===== config.mk =====
export PLATFORM = sky130hd
export DESIGN_NAME = countdown_alarm_timer_encoder_set
export DESIGN_NICKNAME = d
export VERILOG_FILES = /design/src/design/cdat_pkg.sv /design/src/design/countdown_alarm_timer_encoder_set.sv /design/src/design/cdat_front.sv /design/src/design/cdat_queue.sv /design/src/design/cdat_back.sv
export SDC_FILE = /design/constraint.sdc
export NUM_CORES = 1
export LEC_CHECK = 0
export ABC_AREA = 1
export BUFFER_PORTS_ARGS = -buffer_cell sky130_fd_sc_hd__buf_2
export CORE_ASPECT_RATIO = 0.9
export CORE_MARGIN = 5
export CORE_UTILIZATION = 40
export DETAILED_ROUTE_END_ITERATION = 10
export HOLD_SLACK_MARGIN = 0.05
export PLACE_DENSITY = 0.59
export SETUP_SLACK_MARGIN = 0.1
export SLEW_MARGIN = 5
export SYNTH_ARGS = -nofsm -noshare
export SYNTH_HDL_FRONTEND = slang
export SYNTH_SLANG_ARGS = --single-unit

===== constraint.sdc =====
create_clock -name aclk -period 3.21 [get_ports aclk]
set_input_delay 0.1605 -clock aclk [delete_from_list [all_inputs] [get_ports aclk]]
set_output_delay 0.1605 -clock aclk [all_outputs]
set_load 0.03 [all_outputs]

===== src/design/cdat_pkg.sv =====
// Shared types and constants for the countdown alarm timer.
`default_nettype none
package cdat_pkg;

    localparam logic [7:0] TICKS_RESET = 8'd6;
    localparam logic [5:0] TOP_SM      = 6'd59;
    localparam logic [3:0] TOP_TENTH   = 4'd9;
    localparam int         QUEUE_DEPTH = 2;

    // Classified tick, passed from the front end to the timer core
    typedef struct packed {
        logic toggle;    // rising button edge
        logic enc_step;  // rising encoder CLK edge
        logic enc_down;  // step direction, 1 = down
    } tick_cmd_t;

endpackage
`default_nettype wire


===== src/design/countdown_alarm_timer_encoder_set.sv =====
// Countdown alarm timer set by a rotary encoder, valid/ready tick stream in, one result per tick out.
`default_nettype none
// Each input beat is one timer tick carrying the sampled button and encoder
// levels; each tick yields exactly one result beat with the time as it stood
// before the tick plus the LED and run state after it. The block takes one
// tick per clock cycle when the result side keeps up: the front end detects
// edges and pushes into a two-entry queue, and the timer core retires one
// queue entry per cycle into a single output register. An accepted input
// beat is held in a queue entry and then in the output register before
// result valid rises. ticks_per_tenth is written through cfg_wr_en and
// cfg_wr_data and resets to 6; write it only while no tick is in flight.
module countdown_alarm_timer_encoder_set
    import cdat_pkg::*;
(
    input  wire logic       aclk,
    input  wire logic       aresetn,
    input  wire logic       cfg_wr_en,
    input  wire logic [7:0] cfg_wr_data,
    input  wire logic       s_valid,
    output logic            s_ready,
    input  wire logic       s_button_level,
    input  wire logic       s_encoder_clk,
    input  wire logic       s_encoder_dt,
    output logic            m_valid,
    input  wire logic       m_ready,
    output logic [5:0]      m_minutes_out,
    output logic [5:0]      m_seconds_out,
    output logic [3:0]      m_tenths_out,
    output logic            m_alarm_on,
    output logic            m_running
);

    logic      q_full;
    logic      q_push;
    tick_cmd_t push_cmd;
    logic      q_pop;
    logic      q_not_empty;
    tick_cmd_t head_cmd;

    cdat_front u_front (
        .aclk           (aclk),
        .aresetn        (aresetn),
        .s_valid        (s_valid),
        .s_ready        (s_ready),
        .s_button_level (s_button_level),
        .s_encoder_clk  (s_encoder_clk),
        .s_encoder_dt   (s_encoder_dt),
        .q_full         (q_full),
        .q_push         (q_push),
        .q_cmd          (push_cmd)
    );

    cdat_queue u_queue (
        .aclk      (aclk),
        .aresetn   (aresetn),
        .push      (q_push),
        .push_cmd  (push_cmd),
        .full      (q_full),
        .pop       (q_pop),
        .not_empty (q_not_empty),
        .head_cmd  (head_cmd)
    );

    cdat_back u_back (
        .aclk          (aclk),
        .aresetn       (aresetn),
        .cfg_wr_en     (cfg_wr_en),
        .cfg_wr_data   (cfg_wr_data),
        .q_not_empty   (q_not_empty),
        .q_cmd         (head_cmd),
        .q_pop         (q_pop),
        .m_valid       (m_valid),
        .m_ready       (m_ready),
        .m_minutes_out (m_minutes_out),
        .m_seconds_out (m_seconds_out),
        .m_tenths_out  (m_tenths_out),
        .m_alarm_on    (m_alarm_on),
        .m_running     (m_running)
    );

endmodule
`default_nettype wire


===== src/design/cdat_front.sv =====
// Front end: accepts tick beats and turns input levels into edge events.
`default_nettype none
module cdat_front
    import cdat_pkg::*;
(
    input  wire logic      aclk,
    input  wire logic      aresetn,
    input  wire logic      s_valid,
    output logic           s_ready,
    input  wire logic      s_button_level,
    input  wire logic      s_encoder_clk,
    input  wire logic      s_encoder_dt,
    input  wire logic      q_full,
    output logic           q_push,
    output tick_cmd_t      q_cmd
);

    logic last_button_reg, last_button_next;
    logic last_clk_reg, last_clk_next;

    assign s_ready = !q_full;
    assign q_push  = s_valid && s_ready;

    always_comb begin
        q_cmd.toggle   = s_button_level && !last_button_reg;
        q_cmd.enc_step = s_encoder_clk && !last_clk_reg;
        q_cmd.enc_down = s_encoder_dt;
        last_button_next = last_button_reg;
        last_clk_next    = last_clk_reg;
        if (q_push) begin
            last_button_next = s_button_level;
            last_clk_next    = s_encoder_clk;
        end
    end

    always_ff @(posedge aclk) begin
        if (!aresetn) begin
            last_button_reg <= 1'b0;
            last_clk_reg    <= 1'b0;
        end else begin
            last_button_reg <= last_button_next;
            last_clk_reg    <= last_clk_next;
        end
    end

endmodule
`default_nettype wire


===== src/design/cdat_queue.sv =====
// Two-entry queue of classified ticks between front end and timer core.
`default_nettype none
module cdat_queue
    import cdat_pkg::*;
(
    input  wire logic      aclk,
    input  wire logic      aresetn,
    input  wire logic      push,
    input  wire tick_cmd_t push_cmd,
    output logic           full,
    input  wire logic      pop,
    output logic           not_empty,
    output tick_cmd_t      head_cmd
);

    localparam int PTR_W = $clog2(QUEUE_DEPTH);

    tick_cmd_t               entry_reg [QUEUE_DEPTH];
    logic [PTR_W-1:0]        wr_ptr_reg, wr_ptr_next;
    logic [PTR_W-1:0]        rd_ptr_reg, rd_ptr_next;
    logic [PTR_W:0]          count_reg, count_next;

    assign full      = (count_reg == (PTR_W+1)'(QUEUE_DEPTH));
    assign not_empty = (count_reg != '0);
    assign head_cmd  = entry_reg[rd_ptr_reg];

    always_comb begin
        wr_ptr_next = wr_ptr_reg;
        rd_ptr_next = rd_ptr_reg;
        count_next  = count_reg;
        if (push) begin
            wr_ptr_next = (wr_ptr_reg == PTR_W'(QUEUE_DEPTH - 1)) ? '0 : wr_ptr_reg + 1'b1;
        end
        if (pop) begin
            rd_ptr_next = (rd_ptr_reg == PTR_W'(QUEUE_DEPTH - 1)) ? '0 : rd_ptr_reg + 1'b1;
        end
        if (push && !pop) begin
            count_next = count_reg + 1'b1;
        end else if (pop && !push) begin
            count_next = count_reg - 1'b1;
        end
    end

    always_ff @(posedge aclk) begin
        if (push) begin
            entry_reg[wr_ptr_reg] <= push_cmd;
        end
    end

    always_ff @(posedge aclk) begin
        if (!aresetn) begin
            wr_ptr_reg <= '0;
            rd_ptr_reg <= '0;
            count_reg  <= '0;
        end else begin
            wr_ptr_reg <= wr_ptr_next;
            rd_ptr_reg <= rd_ptr_next;
            count_reg  <= count_next;
        end
    end

endmodule
`default_nettype wire


===== src/design/cdat_back.sv =====
// Timer core: applies classified ticks to the countdown state and registers the result.
`default_nettype none
module cdat_back
    import cdat_pkg::*;
(
    input  wire logic       aclk,
    input  wire logic       aresetn,
    input  wire logic       cfg_wr_en,
    input  wire logic [7:0] cfg_wr_data,
    input  wire logic       q_not_empty,
    input  wire tick_cmd_t  q_cmd,
    output logic            q_pop,
    output logic            m_valid,
    input  wire logic       m_ready,
    output logic [5:0]      m_minutes_out,
    output logic [5:0]      m_seconds_out,
    output logic [3:0]      m_tenths_out,
    output logic            m_alarm_on,
    output logic            m_running
);

    logic [7:0] ticks_per_tenth_reg;
    logic       stopped_reg, stopped_next;
    logic [7:0] tick_count_reg, tick_count_next;
    logic [3:0] tenths_reg, tenths_next;
    logic [5:0] seconds_reg, seconds_next;
    logic [5:0] minutes_reg, minutes_next;
    logic       led_reg, led_next;
    logic       m_valid_reg, m_valid_next;
    logic [5:0] out_min_reg;
    logic [5:0] out_sec_reg;
    logic [3:0] out_ten_reg;
    logic       out_alarm_reg;
    logic       out_run_reg;

    logic [5:0] sec_enc, min_enc;
    logic [7:0] tick_inc;

    // advance when the output slot is free or being drained
    assign q_pop = q_not_empty && (!m_valid_reg || m_ready);

    always_comb begin
        stopped_next = stopped_reg ^ q_cmd.toggle;

        sec_enc = seconds_reg;
        min_enc = minutes_reg;
        if (q_cmd.enc_step) begin
            if (!q_cmd.enc_down) begin
                if (seconds_reg >= TOP_SM) begin
                    sec_enc = '0;
                    min_enc = (minutes_reg >= TOP_SM) ? 6'd0 : minutes_reg + 6'd1;
                end else begin
                    sec_enc = seconds_reg + 6'd1;
                end
            end else begin
                if (seconds_reg == '0) begin
                    sec_enc = TOP_SM;
                    min_enc = (minutes_reg == '0) ? TOP_SM : minutes_reg - 6'd1;
                end else begin
                    sec_enc = seconds_reg - 6'd1;
                end
            end
        end

        tick_inc        = tick_count_reg + 8'd1;
        tick_count_next = tick_count_reg;
        tenths_next     = tenths_reg;
        seconds_next    = sec_enc;
        minutes_next    = min_enc;
        led_next        = led_reg;

        if (!stopped_next) begin
            led_next        = 1'b0;
            tick_count_next = tick_inc;
            if (tenths_reg == '0 && sec_enc == '0 && min_enc == '0) begin
                led_next = 1'b1;
            end else if (tick_inc >= ticks_per_tenth_reg) begin
                tick_count_next = '0;
                if (tenths_reg == '0) begin
                    tenths_next = TOP_TENTH;
                    if (sec_enc == '0) begin
                        seconds_next = TOP_SM;
                        minutes_next = min_enc - 6'd1;
                    end else begin
                        seconds_next = sec_enc - 6'd1;
                    end
                end else begin
                    tenths_next = tenths_reg - 4'd1;
                end
            end
        end

        m_valid_next = m_valid_reg;
        if (q_pop) begin
            m_valid_next = 1'b1;
        end else if (m_ready) begin
            m_valid_next = 1'b0;
        end
    end

    always_ff @(posedge aclk) begin
        if (!aresetn) begin
            ticks_per_tenth_reg <= TICKS_RESET;
            stopped_reg         <= 1'b0;
            tick_count_reg      <= '0;
            tenths_reg          <= '0;
            seconds_reg         <= '0;
            minutes_reg         <= '0;
            led_reg             <= 1'b0;
            m_valid_reg         <= 1'b0;
        end else begin
            if (cfg_wr_en) begin
                ticks_per_tenth_reg <= cfg_wr_data;
            end
            if (q_pop) begin
                stopped_reg    <= stopped_next;
                tick_count_reg <= tick_count_next;
                tenths_reg     <= tenths_next;
                seconds_reg    <= seconds_next;
                minutes_reg    <= minutes_next;
                led_reg        <= led_next;
            end
            m_valid_reg <= m_valid_next;
        end
    end

    // result shows the time as it stood before this beat
    always_ff @(posedge aclk) begin
        if (q_pop) begin
            out_min_reg   <= minutes_reg;
            out_sec_reg   <= seconds_reg;
            out_ten_reg   <= tenths_reg;
            out_alarm_reg <= led_next;
            out_run_reg   <= !stopped_next;
        end
    end

    assign m_valid       = m_valid_reg;
    assign m_minutes_out = out_min_reg;
    assign m_seconds_out = out_sec_reg;
    assign m_tenths_out  = out_ten_reg;
    assign m_alarm_on    = out_alarm_reg;
    assign m_running     = out_run_reg;

endmodule
`default_nettype wire

==> flow_summary.json, run 1 <==
{
  "portBuffers": 35,
  "grt_pass1_vias": 3336,
  "worstPathMaxFanout": 8,
  "multiInputGateArea_um2": 2120,
  "grt-ovfl-total": 0,
  "worstSetupEndpoint": "u_back.minutes_reg[1]$_SDFFE_PN0P_",
  "max_freq_mhz": 350,
  "r2r-end": "u_back.minutes_reg[1]$_SDFFE_PN0P_",
  "wl_per_cell_um": 13.6,
  "setup_viol": 0,
  "dieWidth_um": 116,
  "worstSetupPathType": "reg -> reg",
  "netlist_area_um2": 4050,
  "r2r-start": "u_back.seconds_reg[0]$_SDFFE_PN0P_",
  "synth_compound_area_share_pct": 13.9,
  "synth_seq_area_share_pct": 38.6,
  "finalHoldViolCount": 0,
  "total_power_mw": 5.47,
  "vdd_drop_max_v": 0.000785,
  "placedInstanceArea_um2": 4340,
  "crit_chain": "inv_1 -> ha_1 -> nand3_2 -> nor2_1 -> nor2_1 -> o21ai_2 -> inv_1 -> ha_1 -> inv_1 -> nor2_2 -> nand3_4 -> nor2_4 -> nand3_4 -> nand3_1 -> nor2_1 -> nand2_1 -> nand3_1 -> a21oi_1",
  "avgSynthCellArea_um2": 7.58,
  "final_nets": 610,
  "r2r_slack_ps": 350,
  "finalWorstPathRequiredPeriod_ps": 2860,
  "fin_tns_setup_ps": 0,
  "leakagePower_nw": 2.14,
  "firstDrtPassIters": 5,
  "synth-simple-area-share_pct": 29.2,
  "hold_start": "cfg_wr_data[0]",
  "regArea_um2": 1560,
  "cts_tree": "built",
  "place.gp.congestion": 0.958,
  "powerDensity_nw_per_um2": 1150,
  "finalCritPeriodShare_pct": 89.1,
  "ioPinCount": 36,
  "synthesis.nets": 568,
  "crit_required_ps": 3400,
  "syn2layout_area_growth_pct": 17.0,
  "yosysUniqueCellTypes": 39,
  "muxShareOfSynthArea_pct": 0,
  "worstSetupPathDepth": 18,
  "synth_fa_ha_area_share_pct": 5.56,
  "ff2ff_path_depth": 18,
  "clk_path_buf_depth": 2,
  "hpwl_um": 7020,
  "die_h_um": 105,
  "ant_nets": 0,
  "synth_top_family_by_area": "simple AND/OR/NAND/NOR gates",
  "start_kind": "register",
  "tightestPinTransition_ps": 655,
  "critPathBufInv": 3,
  "n_antenna_cell": 0,
  "clock_skew_ps": 11.2,
  "dpl.cell_count": 686,
  "critPathArrivalTime_ps": 3050,
  "slew_violations": 0,
  "final_core_util_pct": 48.4,
  "dr_total_vias": 3664,
  "synth-seq-cells": 66,
  "final_area_um2": 4740,
  "drtIter0Drc": 251,
  "maxCapViolations": 0,
  "fin_cells": 707,
  "root_buffer": "clkbuf_16",
  "grt_pass1_wl_um": 16300,
  "cts_buffers": 9,
  "h-tree-depth": 3,
  "design.core.area_um2": 9780,
  "insertion_delay_ps": 340,
  "relSlewSlack_pct": 56.0,
  "critPathTopFamily": "simple AND/OR/NAND/NOR gates",
  "cp-startpoint": "u_back.seconds_reg[0]$_SDFFE_PN0P_",
  "hold_class": "in -> reg",
  "dieArea_um2": 12200,
  "grt_max_degree": 37,
  "cp-end-kind": "register",
  "nFillCells": 988,
  "grtUsageTotal_pct": 16.5,
  "slowest_stage": "dfxtp_1",
  "slowest_delay_ps": 350,
  "syn_inst": 534,
  "antenna_found_initial": 0,
  "clkTransAtPathRegs_ps": 60,
  "cts.sinks": 66,
  "drive_above_1_share_pct": 19.3,
  "start_util_pct": 41.4,
  "num_rows": 34,
  "grt_setup_unrepaired": "yes",
  "status": "complete, no violations",
  "synth_xor_xnor_area_share_pct": 3.03,
  "synth-warning-count": 0,
  "finalWirelength_um": 9610,
  "routed_via_density": 5.18,
  "drt_drc_violations_left": 0
}
[power breakdown]
part / switching, mW / internal, mW / total (mW) / leakage, nW
clock network: 0.384 / 0.701 / 1.08 / 0.164
registers: 0.178 / 1.19 / 1.37 / 0.581
logic: 2.07 / 0.943 / 3.01 / 1.39
total: 2.63 / 2.83 / 5.47 / 2.14
[what timing repair did]
| action | CTS | global route |
|---|---|---|
| setup endpoints to repair | 0 | 24 |
| resized for setup | 0 | 8 |
| endpoints found under the hold margin | 4 | 0 |
| buffers inserted | 0 | 2 |
| hold buffers | 3 | 0 |
[cell families after synthesis]
family	Yosys count
xor+xnor	14
compound gates	101
fa+ha+maj	18
buf+inv	91
simple gates	244
flops	66
[worst min-delay path: stages]
cell	delay [ps]
buf_2	80
nor2_1	40
nor2_1	80
[worst min path at each step]
stage	depth (start not counted)	slack, ps	endpoint
after floorplan	0	260	u_queue.entry_reg[0][0]$_DFFE_PP_
after global placement	1	350	u_queue.entry_reg[1][0]$_DFFE_PP_
after detailed placement	1	360	u_queue.entry_reg[1][0]$_DFFE_PP_
after CTS	3	60	u_back.ticks_per_tenth_reg[0]$_SDFFE_PN0P_
after global routing	3	80	u_back.ticks_per_tenth_reg[0]$_SDFFE_PN0P_
final	3	60	u_back.ticks_per_tenth_reg[0]$_SDFFE_PN0P_
[through the flow]
step                setup WS, ps  hold slack, ps
finish                       351            62.4
global route                87.8            81.2
CTS                          185            56.0
detailed placement           203             357
global placement             222             352
floorplan                    680             259
[synthesized netlist by cell type]
cell             n  area, um2
nand3_2          2       20.0
dfxtp_1         42        841
o211ai_1         5       37.5
a21oi_2          6       52.6
a211oi_1         1       7.51
or2_0            1       6.26
o21ai_0         35        175
o21a_1           1       7.51
nand2_2          9       56.3
nor2_1          47        176
buf_6            4       45.0
a22oi_1          1       7.51
nand3b_2         1       11.3
clkbuf_8         1       13.8
o2111ai_1        1       8.76
clkinv_1         2       7.51
nand3_1         39        195
o22ai_1          4       25.0
a21oi_1         41        205
xor2_1          11       96.3
nand2_1        111        417
ha_1            18        225
a31oi_1          5       31.3
edfxtp_1        24        721
inv_2            8       30.0
buf_2            4       20.0
inv_1           63        236
nor2_4           4       45.0
nand3_4          3       52.6
o21ai_1          1       5.00
nor2_2           4       25.0
inv_4            1       6.26
dlygate4sd1_1    1       8.76
nand3b_1         3       22.5
xnor2_1          3       26.3
or2_2            1       6.26
clkbuf_1         7       26.3
nand4_1         13       81.3
nand2_4          6       67.6
[layout make-up]
class | instances | share of cell area (%)
Sequential cell | 66 | 33.0
Inverter | 74 | 5.91
Multi-Input combinational cell | 377 | 44.8
Clock buffer | 12 | 5.89
Clock inverter | 4 | 1.14
Timing Repair Buffer | 48 | 5.91
Tap cell | 126 | 3.33
[layout by cell type (no fill, tap or decap), drive strengths merged]
| cell | netlist | routed |
|---|---|---|
| xor2 | 11 | 11 |
| a21oi | 47 | 47 |
| nand3b | 4 | 4 |
| xnor2 | 3 | 3 |
| nand3 | 44 | 44 |
| o211ai | 5 | 5 |
| dlygate4sd3 | 0 | 3 |
| a211oi | 1 | 1 |
| edfxtp | 24 | 24 |
| or2 | 2 | 2 |
| clkinv | 2 | 3 |
| clkbuf | 8 | 12 |
| a31oi | 5 | 5 |
| a22oi | 1 | 1 |
| o2111ai | 1 | 1 |
| nand2 | 126 | 126 |
| o21ai | 36 | 36 |
| nand4 | 13 | 13 |
| bufinv | 0 | 1 |
| inv | 72 | 74 |
| buf | 8 | 45 |
| o22ai | 4 | 4 |
| ha | 18 | 18 |
| nor2 | 55 | 55 |
| o21a | 1 | 1 |
| dfxtp | 42 | 42 |
[per-layer routing]
| metal | up-vias | GRT usage (%) | routed length (um) |
|---|---|---|---|
| li1 | 1851 | - | - |
| met1 | 1692 | 23.2 | 4600 |
| met2 | 108 | 25.1 | 4280 |
| met3 | 13 | 3.78 | 603 |
| met4 | 0 | 4.81 | 127 |
| met5 | - | 0 | 0 |
(Power assumes the default switching activity.)
==> run 2: changes to the inputs <==
--- a/config.mk
+++ b/config.mk
@@ -5,7 +5,6 @@
 export SDC_FILE = /design/constraint.sdc
 export NUM_CORES = 1
 export LEC_CHECK = 0
-export ABC_AREA = 1
 export BUFFER_PORTS_ARGS = -buffer_cell sky130_fd_sc_hd__buf_2
 export CORE_ASPECT_RATIO = 0.9
 export CORE_MARGIN = 5
==> run 2 against run 1 <==
Flip-flop and latch count unchanged; synthesized cell count decreased by 19%; area after synthesis decreased by 3.9%; critical endpoint is now u_back.tick_count_reg[2]$_SDFFE_PN0P_; routed wire length decreased by 2.8%; via count decreased by 7.1%; largest cell class unchanged; die area decreased by 3.5%; largest power group unchanged; clock power decreased by 41%; non-clock buffer count increased by 28.
==> flow_summary.json, run 2 <==
{
  "crit_chain": "inv_1 -> ha_1 -> nor3b_1 -> a211o_1 -> a31oi_1 -> a311oi_2 -> and3b_1 -> and4_2 -> o21ai_1 -> nor2_1",
  "drt_drc_violations_left": 0,
  "design.core.area_um2": 9570,
  "worstSetupPathType": "reg -> reg",
  "synthesis.nets": 464,
  "yosysMostFrequentCell": "nor2_1",
  "worstPathMaxFanout": 9,
  "dpl.cell_count": 597,
  "final_cell_mix": "nor2_1, dfxtp_1, nand2_1",
  "start_kind": "register",
  "leakagePower_nw": 1.84,
  "n_antenna_cell": 0,
  "yosysUniqueCellTypes": 72,
  "num_rows": 34,
  "ys.flop_type": "dfxtp_1",
  "finalWirelength_um": 9340,
  "root_buffer": "clkbuf_8",
  "grt_pass1_vias": 3295,
  "fin_cells": 625,
  "synth_top_area_share_pct": 21.6,
  "cts_tree": "built",
  "cts_buffers": 9,
  "slowest_stage": "nor3b_1",
  "worst_slack_ps": 324,
  "ant_nets": 0,
  "synthTopCellsByArea": "dfxtp_1, edfxtp_1, ha_1",
  "slew_violations": 0,
  "critPathTopFamily": "simple AND/OR/NAND/NOR gates",
  "syn2layout_area_growth_pct": 19.2,
  "dieWidth_um": 114,
  "powerDensity_nw_per_um2": 890,
  "synth-edff-count": 24,
  "maxCapViolations": 0,
  "die_h_um": 104,
  "fin_tns_setup_ps": 0,
  "clock_skew_ps": 6.35,
  "place.gp.congestion": 0.883,
  "critPathBufInv": 1,
  "vdd_drop_max_v": 0.000456,
  "synthArstFlopShare_pct": 0,
  "clkTransAtPathRegs_ps": 80,
  "status": "complete, no violations",
  "netlist_area_um2": 3890,
  "insertion_delay_ps": 350,
  "grt_pass1_wl_um": 16200,
  "final_area_um2": 4640,
  "dr_total_vias": 3404,
  "firstDrtPassIters": 5,
  "placedInstanceArea_um2": 4320,
  "setup_viol": 0,
  "max_freq_mhz": 346,
  "slowest_delay_ps": 410,
  "finalHoldViolCount": 0,
  "synth_seq_area_share_pct": 40.1,
  "tightestPinTransition_ps": 598,
  "grt_max_degree": 28,
  "synth-seq-cells": 66,
  "grt-ovfl-total": 0,
  "ioPinCount": 36,
  "h-tree-depth": 3,
  "portBuffers": 35,
  "hold_class": "in -> reg",
  "nFillCells": 904,
  "dieArea_um2": 11800,
  "cts.sinks": 66,
  "clk_path_buf_depth": 2,
  "critPathArrivalTime_ps": 3120,
  "grtUsageTotal_pct": 16.7,
  "relSlewSlack_pct": 59.8,
  "antenna_found_initial": 0,
  "drtIter0Drc": 206,
  "cp-end-kind": "register",
  "synth_area_leader_cell": "dfxtp_1",
  "post-place-ws_ps": 238,
  "grt_setup_unrepaired": "yes",
  "crit_required_ps": 3440,
  "routed_via_density": 5.45,
  "avgSynthCellArea_um2": 9.05,
  "hpwl_um": 6770,
  "start_util_pct": 40.7,
  "wl_per_cell_um": 14.9,
  "synth-warning-count": 0,
  "drive_above_1_share_pct": 20.8,
  "final_nets": 528,
  "ys_top_cells_by_count": "nor2_1, dfxtp_1, nand2_1",
  "syn_inst": 430,
  "finalWorstPathRequiredPeriod_ps": 2890,
  "finalCritPeriodShare_pct": 89.9
}
[run 2: cell types whose count changed in the layout (fill, tap and decap cells not counted), sizes merged, moves of 11 or more]
cell,delta
nor3,+16
o21ai,-12
nand3,-26
nand2,-85
buf,+20
nor2,-12
a21oi,-29
mux2i,+11
inv,-57
[run 2: worst register-to-register path: cells and delay by family (launching register included)]
family | cells | cell delay (ps)
buffers and inverters | 1 | 130
adders and majority gates | 1 | 170
DFF | 1 | 370
AOI/OAI and AO/OA | 4 | 990
and+or+nand+nor | 4 | 1090
[run 2: report_power, final]
group	switching (mW)	total, mW	internal [mW]
sequential	0.170	1.31	1.14
clock	0.352	0.635	0.283
combinational	1.36	2.18	0.820
[run 2: stage by stage]
step	hold slack [ps]	power (mW)	utilization, %
2_1_floorplan	259	2.83	-
3_3_place_gp	357	3.45	45.1
4_1_cts	137	4.13	48.1
6_report	157	4.13	48.5
5_1_grt	167	4.45	48.5
3_5_place_dp	353	3.47	45.1
[run 2: cell type report]
cell class | count | area, um2 | share of cell area, %
sequential | 66 | 1560 | 33.7
tap | 126 | 158 | 3.40
inverter | 18 | 67.6 | 1.46
clock inverter | 7 | 53.8 | 1.16
timing repair buffer | 76 | 510 | 11.0
clock buffer | 9 | 124 | 2.67
multi-input combinational | 323 | 2160 | 46.6
[run 2: final timing paths]
kind | depth (start not counted) | slack [ps] | endpoint | startpoint
worst min-delay path | 4 | 160 | u_back.m_valid$_SDFFE_PN0P_ | m_ready
worst max register to register | 10 | 320 | u_back.tick_count_reg[2]$_SDFFE_PN0P_ | u_back.minutes_reg[1]$_SDFFE_PN0P_
worst min register to register | 2 | 460 | u_back.led_reg$_SDFFE_PN0P_ | u_back.led_reg$_SDFFE_PN0P_
worst max-delay path | 10 | 320 | u_back.tick_count_reg[2]$_SDFFE_PN0P_ | u_back.minutes_reg[1]$_SDFFE_PN0P_
[run 2: repair_timing]
| action | CTS | global route |
|---|---|---|
| gates resized for setup | 0 | 7 |
| hold endpoints to repair | 12 | 0 |
| buffers inserted | 0 | 1 |
| endpoints found under the setup margin | 0 | 24 |
| hold buffers | 11 | 0 |
[run 2: cell families after synthesis]
family,after synthesis,share of synthesized area [%]
buf+inv,41,5.01
xor+xnor,19,4.28
flops,66,40.1
mux,13,3.83
fa+ha+maj,19,6.04
simple gates,168,21.7
compound gates,104,19.0
[run 2: layer usage]
layer	vias up	GRT usage [%]	share of wire (%)	wire [um]
met5	-	0	0	0
met4	0	5.34	1.6	153
met3	14	4.49	5.0	467
met2	93	26.5	47	4380
met1	1581	22.1	46	4340
li1	1716	-	-	-
==> run 3: changes to the inputs <==
--- a/config.mk
+++ b/config.mk
@@ -6,12 +6,14 @@
 export NUM_CORES = 1
 export LEC_CHECK = 0
 export BUFFER_PORTS_ARGS = -buffer_cell sky130_fd_sc_hd__buf_2
+export CELL_PAD_IN_SITES_DETAIL_PLACEMENT = 0
+export CELL_PAD_IN_SITES_GLOBAL_PLACEMENT = 1
 export CORE_ASPECT_RATIO = 0.9
 export CORE_MARGIN = 5
-export CORE_UTILIZATION = 40
+export CORE_UTILIZATION = 45
 export DETAILED_ROUTE_END_ITERATION = 10
 export HOLD_SLACK_MARGIN = 0.05
-export PLACE_DENSITY = 0.59
+export PLACE_DENSITY = 0.81
 export SETUP_SLACK_MARGIN = 0.1
 export SLEW_MARGIN = 5
 export SYNTH_ARGS = -nofsm -noshare
==> run 3 against run 2 <==
Hold slack got worse by 94 ps; utilization is 6.2 points higher; cell count fell by 1.3%; fmax is 2.3% lower; via count rose by 1.0%; critical endpoint is now u_back.minutes_reg[1]$_SDFFE_PN0P_; largest cell class unchanged; largest power group unchanged; highest routed layer unchanged.
==> flow_summary.json, run 3 (synthesis gave the netlist of run 2 again) <==
{
  "root_buffer": "clkbuf_8",
  "design.core.area_um2": 8490,
  "layout_commonest_cell": "nor2_1",
  "r2r-start": "u_back.seconds_reg[1]$_SDFFE_PN0P_",
  "syn2layout_area_growth_pct": 19.1,
  "num_rows": 32,
  "hpwl_um": 6900,
  "n_antenna_cell": 0,
  "drive_above_1_share_pct": 20.9,
  "fin_tns_setup_ps": 0,
  "insertion_delay_ps": 340,
  "dieArea_um2": 10600,
  "final_cell_mix": "nor2_1, nand2_1, dfxtp_1",
  "cts_tree": "built",
  "cts_buffers": 9,
  "start_util_pct": 45.9,
  "setup_viol": 0,
  "cts_post_setup_buffers_inserted": 0,
  "powerDensity_nw_per_um2": 903,
  "drtIter0Drc": 179,
  "cp-end-kind": "register",
  "clkTransAtPathRegs_ps": 70,
  "critPathArrivalTime_ps": 3180,
  "routed_via_density": 5.57,
  "final_core_util_pct": 54.6,
  "vdd_drop_max_v": 0.000450,
  "start_kind": "register",
  "fin_cells": 617,
  "total_power_mw": 4.19,
  "hold_start": "cfg_wr_data[6]",
  "drt_drc_violations_left": 0,
  "slew_violations": 0,
  "worstSetupPathType": "reg -> reg",
  "worst_slack_ps": 255,
  "tightestPinTransition_ps": 564,
  "die_h_um": 98.2,
  "hold_class": "in -> reg",
  "clock_skew_ps": 8.33,
  "ioPinCount": 36,
  "grt-ovfl-total": 0,
  "cts.sinks": 66,
  "firstDrtPassIters": 4,
  "grt_pass1_wl_um": 15900,
  "finalWirelength_um": 9430,
  "dr_total_vias": 3438,
  "crit_required_ps": 3440,
  "antenna_found_initial": 0,
  "worstPathMaxFanout": 9,
  "status": "complete, no violations",
  "r2r-end": "u_back.minutes_reg[1]$_SDFFE_PN0P_",
  "final_nets": 527,
  "dpl.cell_count": 593,
  "max_freq_mhz": 338,
  "ant_nets": 0,
  "min_path_cells": 3,
  "dieWidth_um": 108,
  "grt_setup_unrepaired": "no",
  "finalHoldViolCount": 0,
  "ff2ff_path_depth": 11,
  "hold-path-endpoint": "u_back.ticks_per_tenth_reg[6]$_SDFFE_PN0P_",
  "place.gp.congestion": 0.950,
  "relSlewSlack_pct": 62.1,
  "leakagePower_nw": 1.85,
  "r2r_slack_ps": 260,
  "grt_pass1_vias": 3351,
  "post-place-ws_ps": 195,
  "finalWorstPathRequiredPeriod_ps": 2950,
  "wl_per_cell_um": 15.3,
  "grt_max_degree": 22,
  "portBuffers": 35,
  "maxCapViolations": 0,
  "finalCritPeriodShare_pct": 92.1,
  "nFillCells": 801,
  "clk_path_buf_depth": 2,
  "grtUsageTotal_pct": 18.6,
  "h-tree-depth": 3
}
run 3: cell types whose count changed in the layout (fill, tap and decap cells not counted), moves of 2 or more:
cell           delta
clkbuf_1          +2
clkinvlp_4        -2
dlygate4sd3_1     -3
buf_4             +2
run 3: what timing repair did:
item / in CTS / in global routing
resized for setup: 0 / 8
hold buffers: 8 / 0
endpoints found under the hold margin: 9 / 0
endpoints found under the setup margin: 0 / 22
run 3: worst max path at each step:
stage                                     startpoint                            endpoint  slack (ps)  cells past startpoint
2_1_floorplan  u_back.tick_count_reg[2]$_SDFFE_PN0P_  u_back.minutes_reg[1]$_SDFFE_PN0P_         450                     13
3_3_place_gp   u_back.tick_count_reg[2]$_SDFFE_PN0P_  u_back.seconds_reg[2]$_SDFFE_PN0P_         290                     13
3_5_place_dp      u_back.seconds_reg[1]$_SDFFE_PN0P_  u_back.minutes_reg[1]$_SDFFE_PN0P_         200                     10
4_1_cts           u_back.seconds_reg[1]$_SDFFE_PN0P_  u_back.minutes_reg[1]$_SDFFE_PN0P_         170                     10
5_1_grt           u_back.seconds_reg[1]$_SDFFE_PN0P_  u_back.minutes_reg[1]$_SDFFE_PN0P_          90                     11
6_report          u_back.seconds_reg[1]$_SDFFE_PN0P_  u_back.minutes_reg[1]$_SDFFE_PN0P_         260                     11
run 3: power by group:
| group | internal, mW | switching (mW) | total, mW |
|---|---|---|---|
| sequential | 1.14 | 0.163 | 1.31 |
| combinational | 0.844 | 1.38 | 2.23 |
| clock | 0.327 | 0.327 | 0.654 |
run 3: critical path, stage by stage (launching register included):
cell and delay [ps]:
dfxtp_1 430, ha_2 300, o2111a_1 330, a21oi_1 100, o22ai_1 270, ha_1 200, nand2_1 40, and4bb_1 400
buf_4 170, and2_4 190, a2111oi_2 80, a311o_1 320
run 3: cell type report:
type	instances	area (um2)	area share (%)
clock inverters	4	26.3	0.567
repair buffers	75	495	10.7
well taps	119	149	3.21
clock buffers	12	156	3.37
multi-input cells	323	2180	47.0
flip-flops and latches	66	1560	33.7
inverters	18	67.6	1.46
run 3: per-stage QoR:
step           instance area, um2  hold WS (ps)
2_1_floorplan                3890           259
3_3_place_gp                 4330           361
3_5_place_dp                 4330           361
4_1_cts                      4590          51.1
5_1_grt                      4640          77.7
6_report                     4640          63.8
run 3: per-layer routing:
metal	track usage, %	share of wire, %
met5	0	0
met4	5.44	1.5
met3	4.63	5.5
met1	24.8	46
met2	29.7	47
